--- config.mk ---
export PLATFORM = sky130hd
export DESIGN_NAME = glob_wildcard_matcher
export DESIGN_NICKNAME = d
export VERILOG_FILES = /design/src/rtl/gwm_pkg.sv /design/src/rtl/gwm_decoder.sv /design/src/rtl/gwm_nfa.sv /design/src/rtl/glob_wildcard_matcher.sv
export SDC_FILE = /design/constraint.sdc
export NUM_CORES = 2
export LEC_CHECK = 0
export BUFFER_PORTS_ARGS = -buffer_cell sky130_fd_sc_hd__clkbuf_2
export CAP_MARGIN = 20
export CORE_MARGIN = 2
export CORE_UTILIZATION = 55
export DETAILED_ROUTE_END_ITERATION = 8
export GPL_TIMING_DRIVEN = 0
export PLACE_DENSITY = 0.76
export SETUP_SLACK_MARGIN = 0.15
export SYNTH_ARGS = -nofsm -noshare
export SYNTH_HDL_FRONTEND = slang
export SYNTH_SLANG_ARGS = --single-unit
export TNS_END_PERCENT = 5
--- constraint.sdc ---
create_clock -name clock -period 13.3 [get_ports clock]
set_input_delay 1.995 -clock clock [delete_from_list [all_inputs] [get_ports clock]]
set_output_delay 1.995 -clock clock [all_outputs]
set_load 0.01 [all_outputs]
--- src/rtl/gwm_pkg.sv ---
// ----------------------------------------------------------------------------
// gwm_pkg
// Shared constants for the glob wildcard matcher: register map, pattern
// storage sizes and the pattern syntax characters.
// ----------------------------------------------------------------------------
package gwm_pkg;

   localparam int WORD_W    = 64;
   localparam int NWORDS    = 4;
   localparam int PAT_BYTES = NWORDS * WORD_W / 8;
   localparam int BYTE_IW   = $clog2(PAT_BYTES);
   localparam int LEN_W     = 6;
   localparam int CSR_IDX_W = 3;

   localparam logic [CSR_IDX_W-1:0] CSR_PATTERN_WORD_0 = 3'd0;
   localparam logic [CSR_IDX_W-1:0] CSR_PATTERN_WORD_1 = 3'd1;
   localparam logic [CSR_IDX_W-1:0] CSR_PATTERN_WORD_2 = 3'd2;
   localparam logic [CSR_IDX_W-1:0] CSR_PATTERN_WORD_3 = 3'd3;
   localparam logic [CSR_IDX_W-1:0] CSR_PATTERN_LENGTH = 3'd4;

   localparam logic [7:0] CH_STAR  = 8'h2A;
   localparam logic [7:0] CH_QUEST = 8'h3F;
   localparam logic [7:0] CH_OPEN  = 8'h5B;
   localparam logic [7:0] CH_BANG  = 8'h21;
   localparam logic [7:0] CH_DASH  = 8'h2D;
   localparam logic [7:0] CH_CLOSE = 8'h5D;

   typedef logic [7:0] byte_type;

endpackage

--- src/rtl/gwm_decoder.sv ---
// ----------------------------------------------------------------------------
// gwm_decoder
// Walks the pattern one element per cycle and builds the token tables: star
// and negate flags per token, and a byte interval with its owning token per
// pattern position.
// ----------------------------------------------------------------------------
module gwm_decoder #(
   parameter int PLEN = 32
) (
   input  logic                                 clock,
   input  logic                                 reset,
   input  logic                                 start,
   input  gwm_pkg::byte_type                    pat_b [gwm_pkg::PAT_BYTES],
   input  logic [gwm_pkg::LEN_W-1:0]            pat_len,
   output logic                                 busy,
   output logic [PLEN-1:0]                      elem_valid,
   output gwm_pkg::byte_type                    elem_lo [PLEN],
   output gwm_pkg::byte_type                    elem_hi [PLEN],
   output logic [$clog2(PLEN)-1:0]              elem_tok [PLEN],
   output logic [PLEN-1:0]                      tok_star,
   output logic [PLEN-1:0]                      tok_neg,
   output logic [$clog2(PLEN+1)-1:0]            tok_count,
   output logic [PLEN:0]                        init_pos
);
   import gwm_pkg::*;

   localparam int PW = $clog2(PLEN + 1);
   localparam int IW = $clog2(PLEN);

   typedef enum logic [2:0] {
      ST_START, ST_SCAN, ST_BANG, ST_SET, ST_FINISH, ST_IDLE
   } state_type;

   state_type         state_ff;
   logic [PW-1:0]     p_ff;
   logic [PW-1:0]     t_ff;
   logic              last_star_ff;
   logic              have_prev_ff;
   byte_type          prev_ff;
   logic [PLEN-1:0]   elem_valid_ff;
   byte_type          elem_lo_ff [PLEN];
   byte_type          elem_hi_ff [PLEN];
   logic [IW-1:0]     elem_tok_ff [PLEN];
   logic [PLEN-1:0]   tok_star_ff;
   logic [PLEN-1:0]   tok_neg_ff;
   logic [PW-1:0]     tok_count_ff;
   logic [PLEN:0]     init_pos_ff;

   logic [PW-1:0]     len_eff;
   logic [PW-1:0]     p_next1;
   byte_type          byte_p;
   byte_type          byte_p1;
   logic              in_pat;
   logic              in_pat1;
   logic [PLEN:0]     star_ext;

   assign len_eff  = (pat_len > LEN_W'(PLEN)) ? PW'(PLEN) : PW'(pat_len);
   assign p_next1  = PW'(p_ff + 1'b1);
   assign byte_p   = pat_b[BYTE_IW'(p_ff)];
   assign byte_p1  = pat_b[BYTE_IW'(p_next1)];
   assign in_pat   = p_ff < len_eff;
   assign in_pat1  = p_next1 < len_eff;
   assign star_ext = {1'b0, tok_star_ff};

   always_ff @(posedge clock) begin
      case (state_ff)
         ST_START: begin
            p_ff          <= '0;
            t_ff          <= '0;
            last_star_ff  <= 1'b0;
            elem_valid_ff <= '0;
            tok_star_ff   <= '0;
            tok_neg_ff    <= '0;
            state_ff      <= ST_SCAN;
         end
         ST_SCAN: begin
            if (in_pat) begin
               if (byte_p == CH_STAR) begin
                  if (!last_star_ff) begin
                     tok_star_ff[IW'(t_ff)] <= 1'b1;
                     t_ff                   <= PW'(t_ff + 1'b1);
                  end
                  last_star_ff <= 1'b1;
                  p_ff         <= p_next1;
               end else if (byte_p == CH_OPEN) begin
                  last_star_ff <= 1'b0;
                  have_prev_ff <= 1'b0;
                  p_ff         <= p_next1;
                  state_ff     <= ST_BANG;
               end else begin
                  last_star_ff              <= 1'b0;
                  elem_valid_ff[IW'(p_ff)] <= 1'b1;
                  elem_tok_ff[IW'(p_ff)]   <= IW'(t_ff);
                  elem_lo_ff[IW'(p_ff)]    <= (byte_p == CH_QUEST) ? 8'h00 : byte_p;
                  elem_hi_ff[IW'(p_ff)]    <= (byte_p == CH_QUEST) ? 8'hFF : byte_p;
                  t_ff                      <= PW'(t_ff + 1'b1);
                  p_ff                      <= p_next1;
               end
            end else begin
               tok_count_ff <= t_ff;
               state_ff     <= ST_FINISH;
            end
         end
         ST_BANG: begin
            if (in_pat && byte_p == CH_BANG) begin
               tok_neg_ff[IW'(t_ff)] <= 1'b1;
               p_ff                  <= p_next1;
            end
            state_ff <= ST_SET;
         end
         ST_SET: begin
            if (in_pat && byte_p != CH_CLOSE) begin
               elem_valid_ff[IW'(p_ff)] <= 1'b1;
               elem_tok_ff[IW'(p_ff)]   <= IW'(t_ff);
               have_prev_ff              <= 1'b1;
               if (byte_p == CH_DASH && have_prev_ff && in_pat1 && byte_p1 != CH_CLOSE) begin
                  elem_lo_ff[IW'(p_ff)] <= prev_ff;
                  elem_hi_ff[IW'(p_ff)] <= byte_p1;
                  prev_ff               <= byte_p1;
                  p_ff                  <= PW'(p_ff + 2'd2);
               end else begin
                  elem_lo_ff[IW'(p_ff)] <= byte_p;
                  elem_hi_ff[IW'(p_ff)] <= byte_p;
                  prev_ff               <= byte_p;
                  p_ff                  <= p_next1;
               end
            end else begin
               if (in_pat) begin
                  p_ff <= p_next1;
               end
               t_ff     <= PW'(t_ff + 1'b1);
               state_ff <= ST_SCAN;
            end
         end
         ST_FINISH: begin
            // closure of the start position over leading stars
            init_pos_ff <= (PLEN+1)'(1) |
                           ((((PLEN+1)'(1) & star_ext) + star_ext) ^ star_ext);
            state_ff    <= ST_IDLE;
         end
         ST_IDLE: begin
         end
         default: begin
            state_ff <= ST_START;
         end
      endcase
      if (reset || start) begin
         state_ff <= ST_START;
      end
   end

   assign busy       = state_ff != ST_IDLE;
   assign elem_valid = elem_valid_ff;
   assign elem_lo    = elem_lo_ff;
   assign elem_hi    = elem_hi_ff;
   assign elem_tok   = elem_tok_ff;
   assign tok_star   = tok_star_ff;
   assign tok_neg    = tok_neg_ff;
   assign tok_count  = tok_count_ff;
   assign init_pos   = init_pos_ff;

   a_count_bounded: assert property (@(posedge clock) disable iff (reset)
      !busy |-> tok_count_ff <= PW'(PLEN))
      else $error("token count beyond pattern size");

   a_start_busy: assert property (@(posedge clock) disable iff (reset)
      start |=> busy)
      else $error("decoder idle after restart");

   a_finish_idle: assert property (@(posedge clock) disable iff (reset)
      (state_ff == ST_FINISH && !start) |=> !busy)
      else $error("decoder did not settle");

endmodule

--- src/rtl/gwm_nfa.sv ---
// ----------------------------------------------------------------------------
// gwm_nfa
// Position set of the pattern automaton: matches one name byte against the
// token tables and advances the registered, closed position set on each step.
// ----------------------------------------------------------------------------
module gwm_nfa #(
   parameter int PLEN = 32
) (
   input  logic                                 clock,
   input  logic                                 reset,
   input  logic                                 step,
   input  gwm_pkg::byte_type                    name_byte,
   input  logic                                 is_last,
   input  logic                                 is_empty,
   input  logic [PLEN-1:0]                      elem_valid,
   input  gwm_pkg::byte_type                    elem_lo [PLEN],
   input  gwm_pkg::byte_type                    elem_hi [PLEN],
   input  logic [$clog2(PLEN)-1:0]              elem_tok [PLEN],
   input  logic [PLEN-1:0]                      tok_star,
   input  logic [PLEN-1:0]                      tok_neg,
   input  logic [$clog2(PLEN+1)-1:0]            tok_count,
   input  logic [PLEN:0]                        init_pos,
   output logic                                 matched
);
   import gwm_pkg::*;

   localparam int IW = $clog2(PLEN);

   logic [PLEN:0]   active_ff;
   logic            fresh_ff;
   logic [PLEN:0]   active_in;

   logic [PLEN-1:0] elem_hit;
   logic [PLEN-1:0] tok_hit;
   logic [PLEN:0]   cur;
   logic [PLEN:0]   nxt;
   logic [PLEN:0]   star_ext;
   logic [PLEN:0]   closed;

   assign cur      = fresh_ff ? init_pos : active_ff;
   assign star_ext = {1'b0, tok_star};

   always_comb begin
      for (int p = 0; p < PLEN; p++) begin
         elem_hit[p] = elem_valid[p] && name_byte >= elem_lo[p] && name_byte <= elem_hi[p];
      end
   end

   always_comb begin
      logic acc;
      for (int t = 0; t < PLEN; t++) begin
         acc = 1'b0;
         for (int p = 0; p < PLEN; p++) begin
            acc = acc | (elem_hit[p] && elem_tok[p] == IW'(t));
         end
         tok_hit[t] = acc ^ tok_neg[t];
      end
   end

   always_comb begin
      nxt = '0;
      for (int i = 0; i < PLEN; i++) begin
         if (cur[i] && tok_star[i]) begin
            nxt[i] = 1'b1;
         end else if (cur[i] && tok_hit[i]) begin
            nxt[i+1] = 1'b1;
         end
      end
   end

   // runs of stars pass an active position on through carry propagation
   assign closed    = nxt | (((nxt & star_ext) + star_ext) ^ star_ext);
   assign active_in = is_empty ? active_ff : closed;
   assign matched   = is_empty ? cur[tok_count] : closed[tok_count];

   always_ff @(posedge clock) begin
      if (reset) begin
         fresh_ff <= 1'b1;
      end else if (step) begin
         if (is_last) begin
            fresh_ff <= 1'b1;
         end else if (!is_empty) begin
            fresh_ff <= 1'b0;
         end
      end
   end

   always_ff @(posedge clock) begin
      if (step && !is_empty) begin
         active_ff <= active_in;
      end
   end

   a_last_fresh: assert property (@(posedge clock) disable iff (reset)
      (step && is_last) |=> fresh_ff)
      else $error("position set not restarted after end of name");

   a_byte_leaves_start: assert property (@(posedge clock) disable iff (reset)
      (step && !is_last && !is_empty) |=> !fresh_ff)
      else $error("consumed byte did not update the position set");

   a_empty_holds: assert property (@(posedge clock) disable iff (reset)
      (step && !is_last && is_empty) |=> $stable(fresh_ff))
      else $error("empty word changed the position set");

endmodule

--- src/rtl/glob_wildcard_matcher.sv ---
// ----------------------------------------------------------------------------
// glob_wildcard_matcher
// Matches a stream of name bytes against a glob pattern ('*', '?', sets and
// ranges) held in configuration registers; answers on the last byte.
//
//   channel   dir   handshake             payload
//   req       in    req_valid/req_ready   req_name_byte, req_is_last, req_is_empty
//   rsp       out   rsp_valid/rsp_ready   rsp_matched
//   csr       in    csr_we                csr_index, csr_wdata
//
// one word per cycle while the decoder is idle and no ending word waits on a
// stalled result: input register, then the position update into the result
// register; every register write re-decodes the pattern, one pattern element
// per cycle, with req_ready low until that decode ends after the last write;
// the same walk runs after reset
// a stalled result holds only words that end a name; other words keep flowing
// ----------------------------------------------------------------------------
module glob_wildcard_matcher #(
   parameter int PATTERN_MAX = 32
) (
   input  logic                               clock,
   input  logic                               reset,
   input  logic                               req_valid,
   output logic                               req_ready,
   input  logic [7:0]                         req_name_byte,
   input  logic                               req_is_last,
   input  logic                               req_is_empty,
   output logic                               rsp_valid,
   input  logic                               rsp_ready,
   output logic                               rsp_matched,
   input  logic                               csr_we,
   input  logic [gwm_pkg::CSR_IDX_W-1:0]      csr_index,
   input  logic [gwm_pkg::WORD_W-1:0]         csr_wdata
);
   import gwm_pkg::*;

   localparam int PLEN = (PATTERN_MAX < PAT_BYTES) ? PATTERN_MAX : PAT_BYTES;

   logic [WORD_W-1:0]        pat_word_ff [NWORDS];
   logic [LEN_W-1:0]         pat_len_ff;
   byte_type                 pat_b [PAT_BYTES];

   logic                     s1_valid_ff;
   byte_type                 s1_byte_ff;
   logic                     s1_last_ff;
   logic                     s1_empty_ff;
   logic                     rsp_valid_ff;
   logic                     rsp_matched_ff;

   logic                     dec_busy;
   logic [PLEN-1:0]          elem_valid;
   byte_type                 elem_lo [PLEN];
   byte_type                 elem_hi [PLEN];
   logic [$clog2(PLEN)-1:0]  elem_tok [PLEN];
   logic [PLEN-1:0]          tok_star;
   logic [PLEN-1:0]          tok_neg;
   logic [$clog2(PLEN+1)-1:0] tok_count;
   logic [PLEN:0]            init_pos;
   logic                     step_matched;
   logic                     s1_advance;
   logic                     req_fire;

   always_comb begin
      for (int k = 0; k < PAT_BYTES; k++) begin
         pat_b[k] = pat_word_ff[k / 8][(k % 8) * 8 +: 8];
      end
   end

   always_ff @(posedge clock) begin
      if (reset) begin
         for (int w = 0; w < NWORDS; w++) begin
            pat_word_ff[w] <= '0;
         end
         pat_len_ff <= '0;
      end else if (csr_we) begin
         case (csr_index)
            CSR_PATTERN_WORD_0: pat_word_ff[0] <= csr_wdata;
            CSR_PATTERN_WORD_1: pat_word_ff[1] <= csr_wdata;
            CSR_PATTERN_WORD_2: pat_word_ff[2] <= csr_wdata;
            CSR_PATTERN_WORD_3: pat_word_ff[3] <= csr_wdata;
            CSR_PATTERN_LENGTH: pat_len_ff     <= csr_wdata[LEN_W-1:0];
            default: begin
            end
         endcase
      end
   end

   gwm_decoder #(.PLEN(PLEN)) u_decoder (
      .clock      (clock),
      .reset      (reset),
      .start      (csr_we),
      .pat_b      (pat_b),
      .pat_len    (pat_len_ff),
      .busy       (dec_busy),
      .elem_valid (elem_valid),
      .elem_lo    (elem_lo),
      .elem_hi    (elem_hi),
      .elem_tok   (elem_tok),
      .tok_star   (tok_star),
      .tok_neg    (tok_neg),
      .tok_count  (tok_count),
      .init_pos   (init_pos)
   );

   assign s1_advance = s1_valid_ff && (!s1_last_ff || !rsp_valid_ff || rsp_ready);
   assign req_ready  = !dec_busy && (!s1_valid_ff || s1_advance);
   assign req_fire   = req_valid && req_ready;

   gwm_nfa #(.PLEN(PLEN)) u_nfa (
      .clock      (clock),
      .reset      (reset),
      .step       (s1_advance),
      .name_byte  (s1_byte_ff),
      .is_last    (s1_last_ff),
      .is_empty   (s1_empty_ff),
      .elem_valid (elem_valid),
      .elem_lo    (elem_lo),
      .elem_hi    (elem_hi),
      .elem_tok   (elem_tok),
      .tok_star   (tok_star),
      .tok_neg    (tok_neg),
      .tok_count  (tok_count),
      .init_pos   (init_pos),
      .matched    (step_matched)
   );

   always_ff @(posedge clock) begin
      if (reset) begin
         s1_valid_ff <= 1'b0;
      end else if (req_fire) begin
         s1_valid_ff <= 1'b1;
      end else if (s1_advance) begin
         s1_valid_ff <= 1'b0;
      end
   end

   always_ff @(posedge clock) begin
      if (req_fire) begin
         s1_byte_ff  <= req_name_byte;
         s1_last_ff  <= req_is_last;
         s1_empty_ff <= req_is_empty;
      end
   end

   always_ff @(posedge clock) begin
      if (reset) begin
         rsp_valid_ff <= 1'b0;
      end else if (s1_advance && s1_last_ff) begin
         rsp_valid_ff <= 1'b1;
      end else if (rsp_ready) begin
         rsp_valid_ff <= 1'b0;
      end
   end

   always_ff @(posedge clock) begin
      if (s1_advance && s1_last_ff) begin
         rsp_matched_ff <= step_matched;
      end
   end

   assign rsp_valid   = rsp_valid_ff;
   assign rsp_matched = rsp_matched_ff;

   a_busy_blocks: assert property (@(posedge clock) disable iff (reset)
      dec_busy |-> !req_ready)
      else $error("word accepted during pattern decode");

   a_rsp_from_last: assert property (@(posedge clock) disable iff (reset)
      $rose(rsp_valid_ff) |-> $past(s1_advance && s1_last_ff))
      else $error("result without an ending word");

   a_csr_decodes: assert property (@(posedge clock) disable iff (reset)
      csr_we |=> dec_busy)
      else $error("register write did not restart decode");

endmodule
==> results of run 1 <==
[per-stage QoR]
step	cells	area [um2]	TNS, ps	util, %	hold WS [ps]
CTS	9257	82500	0	62.8	501
detailed placement	9043	78400	0	59.7	487
global placement	8851	75300	-128880	57.3	459
floorplan	7013	72700	0	-	448
[logic make-up after synthesis]
kind of cell | count (synthesis) | share of synthesized area, %
muxes | 218 | 5.68
adders and majority gates | 533 | 9.18
buffers and inverters | 946 | 4.91
and+or+nand+nor | 2990 | 21.1
DFF | 1140 | 47.0
AOI/OAI and AO/OA | 1159 | 11.8
xor gates and xnor gates | 27 | 0.325
[layer usage]
metal	GRT overflow	global-route usage, %
met5	11	47.5
met4	161	75.7
met3	61	69.0
met2	184	91.7
met1	75	81.5
==> summary.txt, run 1 <==
Yosys
  • Yosys top cell by area: edfxtp_1
  • Post-synthesis cell count: ~7000
  • Top cell type's share of synthesized area: between 40% and 50%
  • Most common cell in the netlist: edfxtp_1
  • Top cells by count, synth: edfxtp_1 (1128), nor2_1 (938), inv_1 (626), ha_1 (533), nand2_1 (364)
  • Syn nets: 7628
  • Synth warn: 0
  • Register area share after synthesis: ~47%
  • Async SR Flop Fraction: 0%
  • Synth Register Bits: 1140
  • Main synth FF type: edfxtp_1
  • Synth area leaders: edfxtp_1 (47%), ha_1 (9.2%), nor2_1 (4.8%)
  • Synth cell types: 106
  • Average size of a mapped cell: 10.4 um2
  • Syn Std Cell Area: approximately 73000 um2
  • Number of synthesized flops with an enable pin: roughly 1100

Run status
  • First error: [ERROR GRT-0232] Routing congestion too high. Check the congestion heatmap in the GUI.
  • Fail Step: global routing (5_1_grt)
  • Status: stopped before the end

Global route
  • Total congestion overflow: roughly 490
  • GRT Total Usage: between 70% and 80%
  • Largest net degree at the start of global routing: 65
  • Initial antenna violation count: between 90 and 100

Clock network
  • Num CTS Buffers: 118
  • Hold Buf Count CTS: 0
  • Max clock buf depth: 3
  • Post-CTS setup repair buffer count: 0
  • Post-CTS resize count: 0
  • Clock sinks: 1140
  • Root Buffer: clkbuf_16
  • H-tree depth: 3

Place
  • Setup WS pre-CTS: 3130 ps
  • IO Port Bufs: 83
  • Final HPWL DP: between 300000 and 400000 um
  • Gpl congestion: between 1 and 1.5

Die
  • Starting Density: a little under three fifths
  • Die Wd: approximately 370 um
  • I/O pin count: between 80 and 90
  • Row count: ~130
  • Die Ht: between 300 and 400 um
==> inputs of run 2 (changes only) <==
--- a/config.mk
+++ b/config.mk
@@ -8,11 +8,10 @@
 export BUFFER_PORTS_ARGS = -buffer_cell sky130_fd_sc_hd__clkbuf_2
 export CAP_MARGIN = 20
 export CORE_MARGIN = 2
-export CORE_UTILIZATION = 55
+export CORE_UTILIZATION = 40
 export DETAILED_ROUTE_END_ITERATION = 8
 export GPL_TIMING_DRIVEN = 0
-export PLACE_DENSITY = 0.76
-export SETUP_SLACK_MARGIN = 0.15
+export PLACE_DENSITY_LB_ADDON = 0.15
 export SYNTH_ARGS = -nofsm -noshare
 export SYNTH_HDL_FRONTEND = slang
 export SYNTH_SLANG_ARGS = --single-unit
==> run 2 against run 1 <==
Against the previous run:
- the run now ends clean
- area after synthesis unchanged
- synthesized cell count unchanged
==> summary.txt, run 2 <==
Die
  • Die Wd: 430 um (+17%)
  • Starting Density: 40.2% (-15 points)
  • Core ar.: between 150000 and 200000 um2
  • I/O pin count: 85 (unchanged)
  • Die ar.: between 150000 and 200000 um2
  • Row count: 156 (+17%)
  • Die Ht: 430 um (+17%)

Clock network
  • Post-CTS setup repair buffer count: 0 (unchanged)
  • Clock Latency Late Sink: 830 ps
  • Num CTS Buffers: 135 (+14%)
  • Clock sinks: 1140 (unchanged)
  • Hold Buf Count CTS: 0 (unchanged)
  • Post-CTS resize count: 0 (unchanged)
  • Worst-path clk slew: about 60 ps
  • H-tree depth: 4 (+1)
  • Root Buffer: clkbuf_16
  • CTS tree: built
  • Max clock buf depth: 3 (unchanged)

STA
  • Tcrit/Tclk final: 71.8%
  • Slew headroom: between 5 and 6%
  • Final Hold Viols: 0
  • Slew Viols, Final: 0
  • Setup TNS: 0 ps
  • Max Clk Rate: around 100 MHz
  • Setup slack after layout: around 3700 ps
  • Tmin final: approximately 9600 ps
  • Clock Skew: 34.7 ps
  • Final Setup Violations: 0
  • Worst slew pin tran: 1410 ps
  • Hold slack: roughly 480 ps
  • RSZ-0062 raised after global routing: false

Power
  • Reg power frac: 35.6%
  • P_int: between 7 and 8 mW
  • Leakage: about 32 nW
  • Sw frac: a little under two fifths
  • Comb pwr share: 32.6%
  • Clock group share of total power: a little under a third
  • VDD IR max: 0.159 mV
  • Sw power: between 4 and 5 mW
  • Power per cell area: approximately 150 nW/um2

Setup path
  • Critical path's slowest cell: nor4_1
  • Critical path startpoint category: flop
  • Setup slack on the worst flop-to-flop path: around 3700 ps
  • CP Data Required Time: roughly 14000 ps
  • Worst R2R Path Depth: 30
  • Worst flop-to-flop path endpoint: rsp_matched$_DFFE_PP_
  • Crit-path max cell delay: 1080 ps
  • Reg2Reg Launch Point: s1_byte_ff[6]$_DFFE_PP_
  • Critical path fanouts, max: 13
  • Setup CP Type: reg -> reg
  • Critical path data arrival time: 10080 ps
  • Crit. End Element: flop
  • Most used cell, CP: buf_16

Yosys
  • Top cell type's share of synthesized area: 46.6% (unchanged)
  • Register area share after synthesis: 47.0% (unchanged)
  • Number of synthesized flops with an enable pin: 1128 (unchanged)
  • Synth Register Bits: 1140 (unchanged)
  • Most common cell in the netlist: edfxtp_1
  • Synth area leaders: edfxtp_1 (47%), ha_1 (9.2%), nor2_1 (4.8%)
  • Syn nets: 7628 (unchanged)
  • Async SR Flop Fraction: 0% (unchanged)
  • Top cells by count, synth: edfxtp_1 (1128), nor2_1 (938), inv_1 (626), ha_1 (533), nand2_1 (364)
  • Average size of a mapped cell: 10.4 um2 (unchanged)
  • Post-synthesis cell count: 7013 (unchanged)
  • Synth cell types: 106 (unchanged)
  • Yosys top cell by area: edfxtp_1
  • Syn Std Cell Area: 72700 um2 (unchanged)
  • Main synth FF type: edfxtp_1
  • Synth warn: 0 (unchanged)

Min path
  • Hold_sp: u_decoder.t_ff[5]$_SDFFCE_PP0P_
  • WHS Endpoint: u_decoder.tok_count[5]$_DFFE_PP_
  • Hold Crit Class: reg -> reg
  • Hold depth: 0

Place
  • Setup WS pre-CTS: 3320 ps (+195 ps)
  • Final HPWL DP: 318000 um (+5.2%)
  • Gpl congestion: 1.11 (-8.2%)
  • IO Port Bufs: 83 (unchanged)
  • DP Area: 80000 um2 (+2.0%)

Drt
  • Wire per inst: just under 40 um
  • Drc violations: 0
  • Post-Route WL: slightly below 400000 um
  • Drt first pass iters: 6
  • Starting DRT DRC Count: ~9000
  • Vias per std cell: around 6.5
  • Post-route ant nets: 0
  • Total number of vias: about 65000

Global route
  • Vias in the first global route: 60142
  • First-pass GRT wire length: approximately 520000 um
  • GRT Total Usage: roughly two fifths
  • Largest net degree at the start of global routing: 53
  • Initial antenna violation count: between 40 and 50
  • Total congestion overflow: 0

Job
  • Max Cap Violations: 0

Final layout
  • Fill cell count: ~17000
  • Final instance area: roughly 85000 um2
  • Commonest cells after routing, fill and taps aside: edfxtp_1 (1128), nor2_1 (906), inv_1 (625), ha_1 (533), nand2_1 (364)
  • Layout cells sized above 1: around an eighth
  • Layout area overhead: 16.8%
  • Layout Nets: 8099
  • Most common cell after layout, fill and taps aside: edfxtp_1

Run status
  • Status: complete, no violations
-- run 2: cell counts after synthesis --
No cell type changed its count.
-- run 2: routing by layer --
| layer | global-route usage [%] | part of all wire, % | vias up |
|---|---|---|---|
| li1 | - | - | 27341 |
| met1 | 55.4 | 41 | 32690 |
| met2 | 61.5 | 43 | 3917 |
| met3 | 8.93 | 9.6 | 834 |
| met4 | 23.1 | 6.6 | 36 |
| met5 | 0 | 0.062 | - |
-- run 2: cells by family after synthesis --
group	count (synthesis)	synth area share, %
simple gates	2990	21.1
flops	1140	47.0
fa+ha+maj	533	9.18
mux	218	5.68
buf+inv	946	4.91
xor+xnor	27	0.325
compound gates	1159	11.8
-- run 2: how the worst max path moves through the flow --
stage,start,to,slack (ps),cells past startpoint
finish,s1_byte_ff[6]$_DFFE_PP_,rsp_matched$_DFFE_PP_,3750,30
global route,u_decoder.p_ff[0]$_SDFFCE_PN0P_,u_decoder.elem_hi[173]$_DFFE_PP_,3570,19
CTS,u_decoder.p_ff[0]$_SDFFCE_PN0P_,u_decoder.elem_hi[173]$_DFFE_PP_,3290,18
detailed placement,u_decoder.p_ff[0]$_SDFFCE_PN0P_,u_decoder.elem_hi[173]$_DFFE_PP_,3320,18
global placement,u_decoder.p_ff[0]$_SDFFCE_PN0P_,u_decoder.elem_valid[21]$_SDFFCE_PP0P_,-9400,11
floorplan,u_decoder.p_ff[0]$_SDFFCE_PN0P_,u_decoder.elem_valid[0]$_SDFFCE_PP0P_,4080,11
-- run 2: power groups by stage --
stage / Sequential [mW] / Combinational (mW) / Clock, mW
global route: 4.45 / 4.14 / 4.12
CTS: 4.43 / 3.91 / 3.98
detailed placement: 4.50 / 3.90 / 0
finish: 4.43 / 4.06 / 3.96
global placement: 4.61 / 3.54 / 0
floorplan: 4.45 / 1.90 / 0
-- run 2: worst max-delay path: cells and delay by family (launching register included) --
family,cells,cell delay [ps]
adders and majority gates,2,510
and+or+nand+nor,7,2520
DFF,1,580
buffers and inverters,6,1010
AOI/OAI and AO/OA,15,4560
-- run 2: final cells by class --
type | count | area [um2] | share of cell area (%)
Inverter | 628 | 2360 | 2.78
Multi-Input combinational cell | 4927 | 35500 | 41.8
Timing Repair Buffer | 334 | 4010 | 4.73
Clock inverter | 84 | 1170 | 1.38
Buffer | 318 | 1230 | 1.45
Clock buffer | 157 | 3480 | 4.10
Tap cell | 2370 | 2970 | 3.49
Antenna cell | 26 | 65.1 | 0.0766
Sequential cell | 1140 | 34100 | 40.2
-- run 2: stage by stage --
step                utilization (%)  instances  total power [mW]
finish                         47.0       9984              12.5
global route                   47.0       9960              12.7
CTS                            46.9       9946              12.3
detailed placement             44.3       9705              8.40
global placement               42.1       9466              8.14
floorplan                         -       7013              6.34
(Power assumes the default switching activity.)
